`src/rtl/bfab_pkg.sv`:
```
// shared types, constants and helpers for the back-to-front alpha blend block
// used by bfab_ctrl, bfab_dpath and back_to_front_alpha_blend; no dependencies
package bfab_pkg;

    localparam int CHAN_W   = 8;               // one color or alpha channel
    localparam int NUM_CHAN = 3;               // red, green, blue
    localparam int DEN_W    = 2 * CHAN_W;      // coverage term, at most 255*255
    localparam int NUM_W    = 3 * CHAN_W;      // weighted color sum, below 256*den
    localparam int QUO_W    = CHAN_W;          // one quotient bit per divide step
    localparam int CNT_W    = $clog2(QUO_W);
    localparam int PIX_W    = 4 * CHAN_W;      // packed rgba

    localparam logic [CNT_W-1:0] LAST_STEP = CNT_W'(QUO_W - 1);

    // controller to datapath
    typedef struct packed {
        logic load;      // capture the input transaction
        logic weight;    // back weight and coverage
        logic prod;      // per-channel products
        logic start;     // form numerators, arm the dividers
        logic step;      // one restoring divide step
        logic commit;    // update the accumulator
        logic emit;      // load the output register
    } cmd_t;

    // datapath to controller
    typedef struct packed {
        logic last;      // the held layer closes the pixel
    } sts_t;

    // floor(x / 255) for x up to 65025
    function automatic logic [CHAN_W-1:0] div255(input logic [DEN_W-1:0] x);
        logic [DEN_W:0] t;
        t = {1'b0, x} + {{(CHAN_W + 1){1'b0}}, x[DEN_W-1:CHAN_W]} + 1'b1;
        return t[DEN_W-1:CHAN_W];
    endfunction

endpackage

```
`src/rtl/bfab_ctrl.sv`:
```
// sequencer for one layer: weight, products, numerators, eight divide steps, commit
// depends on bfab_pkg for the command and status structs
module bfab_ctrl (
    input  logic          clk,
    input  logic          rst_n,
    input  logic          s_tvalid,
    output logic          s_tready,
    output logic          m_tvalid,
    input  logic          m_tready,
    input  bfab_pkg::sts_t sts,
    output bfab_pkg::cmd_t cmd
);
    import bfab_pkg::*;

    localparam logic [2:0] S_IDLE   = 3'd0;
    localparam logic [2:0] S_WEIGHT = 3'd1;
    localparam logic [2:0] S_PROD   = 3'd2;
    localparam logic [2:0] S_LOAD   = 3'd3;
    localparam logic [2:0] S_DIV    = 3'd4;
    localparam logic [2:0] S_COMMIT = 3'd5;

    logic [2:0]       state_reg, state_next;
    logic [CNT_W-1:0] cnt_reg, cnt_next;
    logic             out_valid_reg, out_valid_next;
    logic             out_busy;

    assign out_busy = out_valid_reg && !m_tready;
    assign s_tready = (state_reg == S_IDLE);
    assign m_tvalid = out_valid_reg;

    always_comb
    begin
        state_next = state_reg;
        cnt_next   = cnt_reg;
        cmd        = '0;
        case (state_reg)
            S_IDLE:
            begin
                if (s_tvalid)
                begin
                    cmd.load   = 1'b1;
                    state_next = S_WEIGHT;
                end
            end
            S_WEIGHT:
            begin
                cmd.weight = 1'b1;
                state_next = S_PROD;
            end
            S_PROD:
            begin
                cmd.prod   = 1'b1;
                state_next = S_LOAD;
            end
            S_LOAD:
            begin
                cmd.start  = 1'b1;
                cnt_next   = '0;
                state_next = S_DIV;
            end
            S_DIV:
            begin
                cmd.step = 1'b1;
                cnt_next = cnt_reg + 1'b1;
                if (cnt_reg == LAST_STEP)
                begin
                    state_next = S_COMMIT;
                end
            end
            S_COMMIT:
            begin
                // a closing layer waits until the output register is free
                if (!(sts.last && out_busy))
                begin
                    cmd.commit = 1'b1;
                    cmd.emit   = sts.last;
                    state_next = S_IDLE;
                end
            end
            default:
            begin
                state_next = S_IDLE;
            end
        endcase
    end

    always_comb
    begin
        out_valid_next = out_valid_reg;
        if (out_valid_reg && m_tready)
        begin
            out_valid_next = 1'b0;
        end
        if (cmd.emit)
        begin
            out_valid_next = 1'b1;
        end
    end

    always_ff @(posedge clk or negedge rst_n)
    begin
        if (!rst_n)
        begin
            state_reg     <= S_IDLE;
            cnt_reg       <= '0;
            out_valid_reg <= 1'b0;
        end
        else
        begin
            state_reg     <= state_next;
            cnt_reg       <= cnt_next;
            out_valid_reg <= out_valid_next;
        end
    end

    a_one_cmd: assert property (@(posedge clk) disable iff (!rst_n)
        $onehot0({cmd.load, cmd.weight, cmd.prod, cmd.start, cmd.step, cmd.commit}))
        else $error("more than one datapath command at once");

    a_accept_seq: assert property (@(posedge clk) disable iff (!rst_n)
        (s_tvalid && s_tready) |=> (state_reg == S_WEIGHT))
        else $error("accepted transaction did not start the layer sequence");

    a_div_len: assert property (@(posedge clk) disable iff (!rst_n)
        (state_reg == S_DIV && cnt_reg == LAST_STEP) |=> (state_reg == S_COMMIT))
        else $error("divide did not end after eight steps");

    a_no_overwrite: assert property (@(posedge clk) disable iff (!rst_n)
        cmd.emit |-> !out_busy)
        else $error("result emitted over a stalled output");

endmodule

```
`src/rtl/bfab_dpath.sv`:
```
// input capture, accumulator, product lanes and three restoring dividers
// depends on bfab_pkg; driven by the command struct from bfab_ctrl
module bfab_dpath (
    input  logic                          clk,
    input  logic                          rst_n,
    input  logic [bfab_pkg::PIX_W-1:0]   in_data,
    input  logic                          in_first,
    input  logic                          in_last,
    input  bfab_pkg::cmd_t                cmd,
    output bfab_pkg::sts_t                sts,
    output logic [bfab_pkg::PIX_W-1:0]   out_data
);
    import bfab_pkg::*;

    logic [CHAN_W-1:0] in_color_reg [NUM_CHAN];
    logic [CHAN_W-1:0] in_alpha_reg;
    logic              last_reg;

    logic [CHAN_W-1:0] acc_color_reg [NUM_CHAN];
    logic [CHAN_W-1:0] acc_color_next [NUM_CHAN];
    logic [CHAN_W-1:0] acc_alpha_reg, acc_alpha_next;

    logic [DEN_W-1:0]  back_w_reg, back_w_next;
    logic [DEN_W-1:0]  den_reg, den_next;
    logic [DEN_W-1:0]  prod_sa_reg [NUM_CHAN];
    logic [NUM_W-1:0]  prod_bw_reg [NUM_CHAN];
    logic [NUM_W-1:0]  rem_reg [NUM_CHAN];
    logic [NUM_W-1:0]  rem_next [NUM_CHAN];
    logic [QUO_W-1:0]  quo_reg [NUM_CHAN];
    logic [QUO_W-1:0]  quo_next [NUM_CHAN];
    logic [NUM_W-1:0]  dvsr_reg;
    logic [PIX_W-1:0]  out_data_reg;

    assign sts.last = last_reg;
    assign out_data = out_data_reg;

    // back weight da*(255-sa), coverage sa*255 + back weight
    always_comb
    begin
        back_w_next = {{CHAN_W{1'b0}}, acc_alpha_reg}
                    * {{CHAN_W{1'b0}}, ~in_alpha_reg};
        den_next    = {in_alpha_reg, {CHAN_W{1'b0}}}
                    - {{CHAN_W{1'b0}}, in_alpha_reg} + back_w_next;
    end

    always_comb
    begin
        for (int c = 0; c < NUM_CHAN; c++)
        begin
            rem_next[c] = rem_reg[c];
            quo_next[c] = {quo_reg[c][QUO_W-2:0], 1'b0};
            if (rem_reg[c] >= dvsr_reg)
            begin
                rem_next[c] = rem_reg[c] - dvsr_reg;
                quo_next[c] = {quo_reg[c][QUO_W-2:0], 1'b1};
            end
        end
    end

    // zero coverage keeps the colors
    always_comb
    begin
        for (int c = 0; c < NUM_CHAN; c++)
        begin
            acc_color_next[c] = (den_reg != '0) ? quo_reg[c] : acc_color_reg[c];
        end
        acc_alpha_next = div255(den_reg);
    end

    always_ff @(posedge clk or negedge rst_n)
    begin
        if (!rst_n)
        begin
            for (int c = 0; c < NUM_CHAN; c++)
            begin
                acc_color_reg[c] <= '0;
            end
            acc_alpha_reg <= '0;
        end
        else if (cmd.load && in_first)
        begin
            for (int c = 0; c < NUM_CHAN; c++)
            begin
                acc_color_reg[c] <= '0;
            end
            acc_alpha_reg <= '0;
        end
        else if (cmd.commit)
        begin
            for (int c = 0; c < NUM_CHAN; c++)
            begin
                acc_color_reg[c] <= acc_color_next[c];
            end
            acc_alpha_reg <= acc_alpha_next;
        end
    end

    always_ff @(posedge clk)
    begin
        if (cmd.load)
        begin
            for (int c = 0; c < NUM_CHAN; c++)
            begin
                in_color_reg[c] <= in_data[c*CHAN_W +: CHAN_W];
            end
            in_alpha_reg <= in_data[NUM_CHAN*CHAN_W +: CHAN_W];
            last_reg     <= in_last;
        end
        if (cmd.weight)
        begin
            back_w_reg <= back_w_next;
            den_reg    <= den_next;
        end
        if (cmd.prod)
        begin
            for (int c = 0; c < NUM_CHAN; c++)
            begin
                prod_sa_reg[c] <= {{CHAN_W{1'b0}}, in_color_reg[c]}
                                * {{CHAN_W{1'b0}}, in_alpha_reg};
                prod_bw_reg[c] <= {{DEN_W{1'b0}}, acc_color_reg[c]}
                                * {{CHAN_W{1'b0}}, back_w_reg};
            end
            // divisor aligned to the top quotient bit
            dvsr_reg <= {den_reg, {(NUM_W - DEN_W){1'b0}}} >> 1;
        end
        if (cmd.start)
        begin
            for (int c = 0; c < NUM_CHAN; c++)
            begin
                rem_reg[c] <= {prod_sa_reg[c], {CHAN_W{1'b0}}}
                            - {{CHAN_W{1'b0}}, prod_sa_reg[c]} + prod_bw_reg[c];
                quo_reg[c] <= '0;
            end
        end
        if (cmd.step)
        begin
            for (int c = 0; c < NUM_CHAN; c++)
            begin
                rem_reg[c] <= rem_next[c];
                quo_reg[c] <= quo_next[c];
            end
            dvsr_reg <= dvsr_reg >> 1;
        end
        if (cmd.emit)
        begin
            out_data_reg <= {acc_alpha_next, acc_color_next[2],
                             acc_color_next[1], acc_color_next[0]};
        end
    end

endmodule

```
`src/rtl/back_to_front_alpha_blend.sv`:
```
// top level of the back-to-front over compositor for rgba8 pixels
// depends on bfab_pkg, bfab_ctrl and bfab_dpath
//
// usage: send the layers of one pixel on the slave stream, back-most first.
// s_tdata carries the layer color and alpha, s_tuser marks the back-most
// layer (the accumulator starts from zero) and s_tlast the front-most layer.
// a transaction with s_tlast set yields one composited pixel on the master
// stream; other layers only update the accumulator.
// layer sequence: accept, weight, product, numerator, the divide steps and
// commit. s_tready stays low from acceptance until the commit is done, so a
// new layer is not taken before the last one is through. the three parallel
// restoring dividers give one quotient bit per cycle over eight steps. the
// output register and m_tvalid of a closing layer are loaded in its commit.
// reset clears the accumulator to zero and drops m_tvalid.
// a stalled receiver holds the result in the output register; the next layer
// is still accepted and processed, and only a following closing layer waits
// in its commit cycle until the held pixel is taken.
module back_to_front_alpha_blend (
    input  logic                         clk,
    input  logic                         rst_n,
    input  logic                         s_tvalid,
    output logic                         s_tready,
    input  logic [bfab_pkg::PIX_W-1:0]  s_tdata,   // layer_red, layer_green, layer_blue, layer_alpha
    input  logic                         s_tuser,   // first_layer
    input  logic                         s_tlast,   // last_layer
    output logic                         m_tvalid,
    input  logic                         m_tready,
    output logic [bfab_pkg::PIX_W-1:0]  m_tdata    // out_red, out_green, out_blue, out_alpha
);
    import bfab_pkg::*;

    cmd_t cmd;
    sts_t sts;

    bfab_ctrl u_ctrl (
        .clk      (clk),
        .rst_n    (rst_n),
        .s_tvalid (s_tvalid),
        .s_tready (s_tready),
        .m_tvalid (m_tvalid),
        .m_tready (m_tready),
        .sts      (sts),
        .cmd      (cmd)
    );

    bfab_dpath u_dpath (
        .clk      (clk),
        .rst_n    (rst_n),
        .in_data  (s_tdata),
        .in_first (s_tuser),
        .in_last  (s_tlast),
        .cmd      (cmd),
        .sts      (sts),
        .out_data (m_tdata)
    );

endmodule

```
`config.mk`:
```
export PLATFORM = sky130hd
export DESIGN_NAME = back_to_front_alpha_blend
export DESIGN_NICKNAME = d
export VERILOG_FILES = /design/src/rtl/bfab_pkg.sv /design/src/rtl/bfab_ctrl.sv /design/src/rtl/bfab_dpath.sv /design/src/rtl/back_to_front_alpha_blend.sv
export SDC_FILE = /design/constraint.sdc
export NUM_CORES = 2
export LEC_CHECK = 0
export BUFFER_PORTS_ARGS = -buffer_cell sky130_fd_sc_hd__buf_2
export CORE_MARGIN = 5
export CORE_UTILIZATION = 60
export CTS_CLUSTER_SIZE = 28
export DETAILED_ROUTE_END_ITERATION = 8
export MAX_ROUTING_LAYER = met4
export PLACE_DENSITY = 0.77
export SYNTH_ARGS = -nofsm -noshare
export SYNTH_HDL_FRONTEND = slang
export SYNTH_SLANG_ARGS = --single-unit
```
`constraint.sdc`:
```
create_clock -name clk -period 16.8 [get_ports clk]
set_clock_uncertainty 0.1 [all_clocks]
set_input_delay 1.68 -clock clk [delete_from_list [all_inputs] [get_ports clk]]
set_output_delay 1.68 -clock clk [all_outputs]
set_load 0.02 [all_outputs]
```
## Yosys cells after proc, flatten, opt, wreduce, memory -nomap -nowiden

Memory sizes are Yosys's and may differ from the RTL's.
Index checks and enable logic that the tools add are counted.

| cells by class | value |
|---|---|
| equal/unequal tests | 9 |
| mux-type cells | 44 |
| magnitude comparators | 3 |
| multiply operators | 7 |
| bitwise logic cells | 7 |
| reductions and logical operators | 12 |
| add/subtract/negate cells | 14 |

Operators with widths:

| operator | number |
|---|---|
| $mux 24 | 8 |
| $add 24x24->24 | 3 |
| $ge 24x23->1 | 3 |
| $mul 8x16->24 | 3 |
| $sub 24x16->24 | 3 |
| $sub 24x23->24 | 3 |
| $mul 8x8->16 | 4 |
| $mux 8 | 8 |
| $mux 23 | 1 |
| $mux 22 | 1 |
| $mux 1 | 19 |
| $pmux 3 s6 | 1 |
| $add 16x1->16 const B | 1 |
| $add 16x16->16 | 1 |
| $add 16x8->16 | 1 |
| $reduce_bool 16->1 | 1 |
| $sub 16x8->16 | 1 |
| $eq 3x3->1 const B | 3 |
| $mux 3 | 3 |
| $not 8->8 | 1 |
| $reduce_bool 2->1 | 4 |
| $eq 3x2->1 const B | 2 |
| $or 1x1->1 | 6 |
| $pmux 3 s2 | 1 |
| 9 further kinds | 14 |

| storage, ports and cells | value |
|---|---|
| bits in writable memories | 240 |
| bits in registers | 135 |
| memories | 5 |
| word-level logic and storage cells | 115 |

Memories:

| name | depth | bits a word | rd ports | clocked after Yosys merged registers in | wr ports | RTL line | source |
|---|---|---|---|---|---|---|---|
| u_dpath.prod_bw_reg | 3 | 24 | 3 | 0 | 3 | bfab_dpath.sv:26 | `logic [NUM_W-1:0] prod_bw_reg [NUM_CHAN];` |
| u_dpath.rem_reg | 3 | 24 | 3 | 0 | 3 | bfab_dpath.sv:27 | `logic [NUM_W-1:0] rem_reg [NUM_CHAN];` |
| u_dpath.prod_sa_reg | 3 | 16 | 3 | 0 | 3 | bfab_dpath.sv:25 | `logic [DEN_W-1:0] prod_sa_reg [NUM_CHAN];` |
| u_dpath.in_color_reg | 3 | 8 | 3 | 0 | 3 | bfab_dpath.sv:15 | `logic [CHAN_W-1:0] in_color_reg [NUM_CHAN];` |
| u_dpath.quo_reg | 3 | 8 | 3 | 0 | 3 | bfab_dpath.sv:29 | `logic [QUO_W-1:0] quo_reg [NUM_CHAN];` |

## Depth between registers and ports, before layout

| logic depth | value |
|---|---|
| depth in word-level cells | 7 |
| depth in mapped cells | 26 |
| depth with buffers taken out | 25 |

## Hierarchy

From an unflattened synthesis, not the netlist that was laid out.

| unflattened totals | value |
|---|---|
| cells, all modules | 4309 |
| area total of the unflattened synthesis | 42062.8 sq um |

Modules (own cells, without submodules):

| module | area each (sq um) | cells an instance | instances |
|---|---|---|---|
| bfab_dpath | 41662.5 | 4264 | 1 |
| bfab_ctrl | 400.4 | 45 | 1 |

## Worst setup path after synthesis

No wires, ideal clock.

| timing path | value |
|---|---|
| path type | flip-flop to flip-flop |
| from | reg u_dpath.in_alpha_reg[2] |
| to | reg u_dpath.den_reg[15], data pin |
| cell stages (with the launch flop) | 27 |
| slack | 10993 ps |
| buffers on the path | 1 |
| clock period less this slack | 5807 ps |
| data arrival time | 5446 ps |
| data required time | 16439 ps |
| cell sequence | edfxtp_1 -> clkbuf_1 -> inv_1 -> nand2_1 -> fa_1 -> fa_1 -> inv_1 -> fa_1 -> inv_1 -> fa_1 -> inv_1 -> ha_1 -> o21ai_0 -> nor2_1 -> o21a_1 -> nor2_1 -> xnor2_1 -> inv_1 -> ha_1 -> inv_1 -> ha_1 -> and3_1 -> o311ai_0 -> nand3_1 -> o41ai_1 -> o21ai_0 -> xnor2_1 |

| between the ends | value |
|---|---|
| longest elaborated chain between the ends | 3 |

Ends and longest elaborated chain:

| element | RTL line | source |
|---|---|---|
| from (decl) | bfab_dpath.sv:16 | `logic [CHAN_W-1:0] in_alpha_reg;` |
| from (signal assigned) | bfab_dpath.sv:106 | `in_alpha_reg <= in_data[NUM_CHAN*CHAN_W +: CHAN_W];` |
| $not 8->8 | bfab_dpath.sv:41 | `* {{CHAN_W{1'b0}}, ~in_alpha_reg};` |
| $mul 8x8->16 | bfab_dpath.sv:41 |  |
| via u_dpath.back_w_next[9] | bfab_dpath.sv:23 | `logic [DEN_W-1:0] back_w_reg, back_w_next;` |
| $add 16x16->16 | bfab_dpath.sv:43 | `- {{CHAN_W{1'b0}}, in_alpha_reg} + back_w_next;` |
| via u_dpath.den_next[15] | bfab_dpath.sv:24 | `logic [DEN_W-1:0] den_reg, den_next;` |
| to (signal assigned) | bfab_dpath.sv:112 | `den_reg <= den_next;` |
| to (decl) | bfab_dpath.sv:24 |  |

The timed path passes the listed nets, and every way through them passes these cells.
A chain may end at the register's enable or synchronous reset.

## Worst setup path in the final report

Same ends and word-level chain as after synthesis.

==> results.toml <==
[status]
outcome = "finished, final reports clean"

[clock_network]
clkSlewWorstSetupHoldPaths_ns = 0.06
h_tree_levels = 2
cts_setup_buffers = 0
cts_sinks = 375
ctsResizeCount = 0
cts-hold-fix-buffers = 0
insertion_delay_ns = 0.59
numCtsBuffers = 45
root_buffer_selected_by_cts = "sky130_fd_sc_hd__clkbuf_16"
clock_tree_from_tritoncts = "built"
clock_path_buffers = 3

[worst_setup_path]
worstPathBufferInverterCount = 6
cell_chain_critical_path = "inv_1, nand2_1, fa_1, fa_1, inv_1, fa_1, inv_1, fa_1, inv_1, ha_1, o21ai_0, a21oi_1, a21oi_1, xnor2_1, inv_1, ha_1, inv_1, ha_1, and3_1, o311ai_0, nand3_1, o41ai_1, o21ai_0, xnor2_1"
worst-r2r-cell-count = 24
timing.critical_path.slowest_stage_cell = "sky130_fd_sc_hd__edfxtp_1"
cp.arrival_ns = 6.69
critical_path.max_stage_delay_ns = 0.59
worst-path-stages = 24
timing.critical_path.to_type = "flip-flop"
setup.worst_path.class = "reg2reg"
critical-path-top-delay-family = "adder cells"
timing.critical_path.from_type = "flip-flop"
crit_required_ns = 17.01
max_fanout_on_critical_path = 14
critPathMostFrequentCell = "sky130_fd_sc_hd__inv_1"

[die]
fp.dieArea_sq_mm = 0.0763
design.core.area_sq_mm = 0.0701
floorplan.io_pins = 72
initial_utilization_pct = 60.6
fp-row-count = 97
die_h_um = 276
dieWidth_um = 276

[synthesis]
synthDistinctLibCells = 87
syn-num-nets = 5364
synth_area_per_cell_sq_um = 9.65
synth_enable_flop_cells = 336
yosys_most_used_dff = "sky130_fd_sc_hd__edfxtp_1"
synth_area_sq_mm = 0.0425
synth.ff_latch_count = 375
yosysWarnings = 0
async_flop_share_pct = 10.4
post_synth_inst_count = 4406
part_of_the_yosys_area_used_for_sequential_elements_pct = 26.0

[sta]
hold_viol = 0
post-route-period-util_pct = 38.6
finalSetupTns_ns = 0
timing.final.max_slew_violations = 0
clock.fmax_mhz = 154
finalWorstPathRequiredPeriod_ns = 6.48
timing_worst_slew_pin_value_ns = 1.24
timing.slew.headroom_pct = 16.8
timing.final.setup_violations = 0
unrepaired_setup_endpoints_after_global_routing = "false"

[detailed_routing]
wl_mm = 105
detailedRoute.firstIterationViolations = 2296
route.detailed.drc = 0
postRouteAntennaNets = 0
post_drt_wl_per_cell_um = 19.5
dr_total_vias = 31500
detail_route.first_pass.iterations = 7
route.detailed.vias_per_inst = 5.85

[placement]
dp_hpwl_mm = 80.5
routabilityCongestion = 0.958
port_buf_inserts = 71

[hold_path]
holdCritPathClass = "reg2reg"
hold_depth = 1

[global_routing]
grt_start_max_net_pins = 84
first_global_vias = 31900
grt_first_pass_wirelength_mm = 169
grt_antenna_before_repair = 5
groute.usage.overall_pct = 28.1
gr-total-overflow = 0

[cells_and_area]
n_antenna_cell = 0
areaGrowthSynthToFinish_pct = 6.54
finalNetCount = 5371
post_route_cells_drive_above_1_share_pct = 5.57

[flow_run]
timing.max_cap.violations = 0
final cells by class:
type | count | area (sq um)
Clock inverter | 32 | 363
Fill cell | 5720 | 24900
Clock buffer | 51 | 1180
Tap cell | 940 | 1180
Timing Repair Buffer | 102 | 588
Inverter | 708 | 2660
Sequential cell | 375 | 11100
Multi-Input combinational cell | 3181 | 28300
worst reg2reg max path: stages, from the launching register on:
cell	delay, ns
sky130_fd_sc_hd__edfxtp_1	0.59
sky130_fd_sc_hd__inv_1	0.22
sky130_fd_sc_hd__nand2_1	0.10
sky130_fd_sc_hd__fa_1	0.52
sky130_fd_sc_hd__fa_1	0.55
sky130_fd_sc_hd__inv_1	0.05
sky130_fd_sc_hd__fa_1	0.47
sky130_fd_sc_hd__inv_1	0.05
sky130_fd_sc_hd__fa_1	0.47
sky130_fd_sc_hd__inv_1	0.04
sky130_fd_sc_hd__ha_1	0.30
sky130_fd_sc_hd__o21ai_0	0.13
sky130_fd_sc_hd__a21oi_1	0.25
sky130_fd_sc_hd__a21oi_1	0.13
sky130_fd_sc_hd__xnor2_1	0.17
sky130_fd_sc_hd__inv_1	0.06
sky130_fd_sc_hd__ha_1	0.27
sky130_fd_sc_hd__inv_1	0.04
sky130_fd_sc_hd__ha_1	0.35
sky130_fd_sc_hd__and3_1	0.21
sky130_fd_sc_hd__o311ai_0	0.09
sky130_fd_sc_hd__nand3_1	0.19
sky130_fd_sc_hd__o41ai_1	0.49
sky130_fd_sc_hd__o21ai_0	0.21
sky130_fd_sc_hd__xnor2_1	0.16
metrics by stage:
step / cell area, sq um / hold slack [ns] / instances / setup WS (ns) / utilization, %
final: 45300 / 0.406 / 5389 / 10.32 / 64.6
after global routing: 45300 / 0.427 / 5389 / 9.86 / 64.6
after CTS: 45300 / 0.407 / 5389 / 10.34 / 64.6
after detailed placement: 43700 / 0.391 / 5306 / 10.42 / 62.4
after global placement: 43700 / 0.376 / 5306 / 10.46 / 62.4
after floorplan: 42500 / 0.368 / 4406 / 10.99 / -
cell families after synthesis:
family / count (synthesis) / synth area share, %
fa+ha+maj: 920 / 34.6
compound gates: 706 / 11.0
buf+inv: 850 / 7.61
simple gates: 1297 / 15.2
xor+xnor: 216 / 4.45
mux: 42 / 1.06
flops: 375 / 26.0
metal layers:
| metal | vias up | share of wire [%] | global-route usage (%) |
|---|---|---|---|
| met5 | - | 0 | - |
| met4 | 0 | 4.6 | 10.9 |
| met3 | 235 | 7.1 | 4.37 |
| met2 | 1108 | 47 | 45.4 |
| met1 | 15500 | 41 | 36.0 |
| li1 | 14700 | - | - |
synthesized netlist by cell type, types with 24 or more instances:
library cell,n,area share [%]
sky130_fd_sc_hd__nor2_1,193,1.7
sky130_fd_sc_hd__dfrtp_1,39,2.3
sky130_fd_sc_hd__nand4_1,32,0.47
sky130_fd_sc_hd__edfxtp_1,336,24
sky130_fd_sc_hd__nand2b_1,28,0.41
sky130_fd_sc_hd__o21a_1,26,0.46
sky130_fd_sc_hd__inv_1,707,6.2
sky130_fd_sc_hd__a21o_1,87,1.5
sky130_fd_sc_hd__fa_1,427,20
sky130_fd_sc_hd__a21oi_1,177,2.1
sky130_fd_sc_hd__mux2_2,24,0.64
sky130_fd_sc_hd__o21ai_0,149,1.8
sky130_fd_sc_hd__nor2b_1,86,1.3
sky130_fd_sc_hd__and3_1,45,0.66
sky130_fd_sc_hd__a31oi_1,27,0.40
sky130_fd_sc_hd__nand3_1,45,0.53
sky130_fd_sc_hd__ha_1,493,15
sky130_fd_sc_hd__xor2_1,71,1.5
sky130_fd_sc_hd__clkbuf_1,126,1.1
sky130_fd_sc_hd__nor3_1,44,0.52
sky130_fd_sc_hd__xnor2_1,145,3.0
sky130_fd_sc_hd__and2_1,304,4.5
sky130_fd_sc_hd__a22o_1,35,0.72
sky130_fd_sc_hd__nand2_1,439,3.9
sky130_fd_sc_hd__a211oi_1,32,0.57
path summary, 6_finish.rpt:
check / end / slack [ns] / startpoint
worst max-delay path: u_dpath.den_reg[15] / 10.32 / u_dpath.in_alpha_reg[2]
worst max register to register: u_dpath.den_reg[15] / 10.32 / u_dpath.in_alpha_reg[2]
worst min register to register: u_dpath.acc_color_reg[7] / 0.41 / u_dpath.quo_reg[0][23]
min in group asynchronous: u_dpath.acc_color_reg[15] / 1.11 / rst_n
max in group asynchronous: u_dpath.acc_alpha_reg[4] / 14.98 / rst_n
worst min-delay path: u_dpath.acc_color_reg[7] / 0.41 / u_dpath.quo_reg[0][23]
cell usage in the layout (no fill, tap or decap), types with 22 or more instances in the layout:
cell type	n
sky130_fd_sc_hd__fa_1	427
sky130_fd_sc_hd__nor2_1	190
sky130_fd_sc_hd__buf_2	71
sky130_fd_sc_hd__and2_1	303
sky130_fd_sc_hd__dfrtp_1	39
sky130_fd_sc_hd__inv_1	706
sky130_fd_sc_hd__buf_4	31
sky130_fd_sc_hd__a31oi_1	27
sky130_fd_sc_hd__clkbuf_16	46
sky130_fd_sc_hd__a22o_1	35
sky130_fd_sc_hd__o21a_1	26
sky130_fd_sc_hd__a211oi_1	32
sky130_fd_sc_hd__nand2b_1	28
sky130_fd_sc_hd__a21o_1	87
sky130_fd_sc_hd__edfxtp_1	336
sky130_fd_sc_hd__nor2b_1	86
sky130_fd_sc_hd__o21bai_1	22
sky130_fd_sc_hd__o21ai_0	148
sky130_fd_sc_hd__nor3_1	44
sky130_fd_sc_hd__mux2_2	24
sky130_fd_sc_hd__ha_1	493
sky130_fd_sc_hd__xnor2_1	145
sky130_fd_sc_hd__xor2_1	71
sky130_fd_sc_hd__a21oi_1	177
sky130_fd_sc_hd__nand4_1	32
sky130_fd_sc_hd__and3_1	45
sky130_fd_sc_hd__nand2_1	438
sky130_fd_sc_hd__nand3_1	45
Power is not shown: default switching activity piles up to over one toggle a cycle in this logic, so the estimate is an artifact.
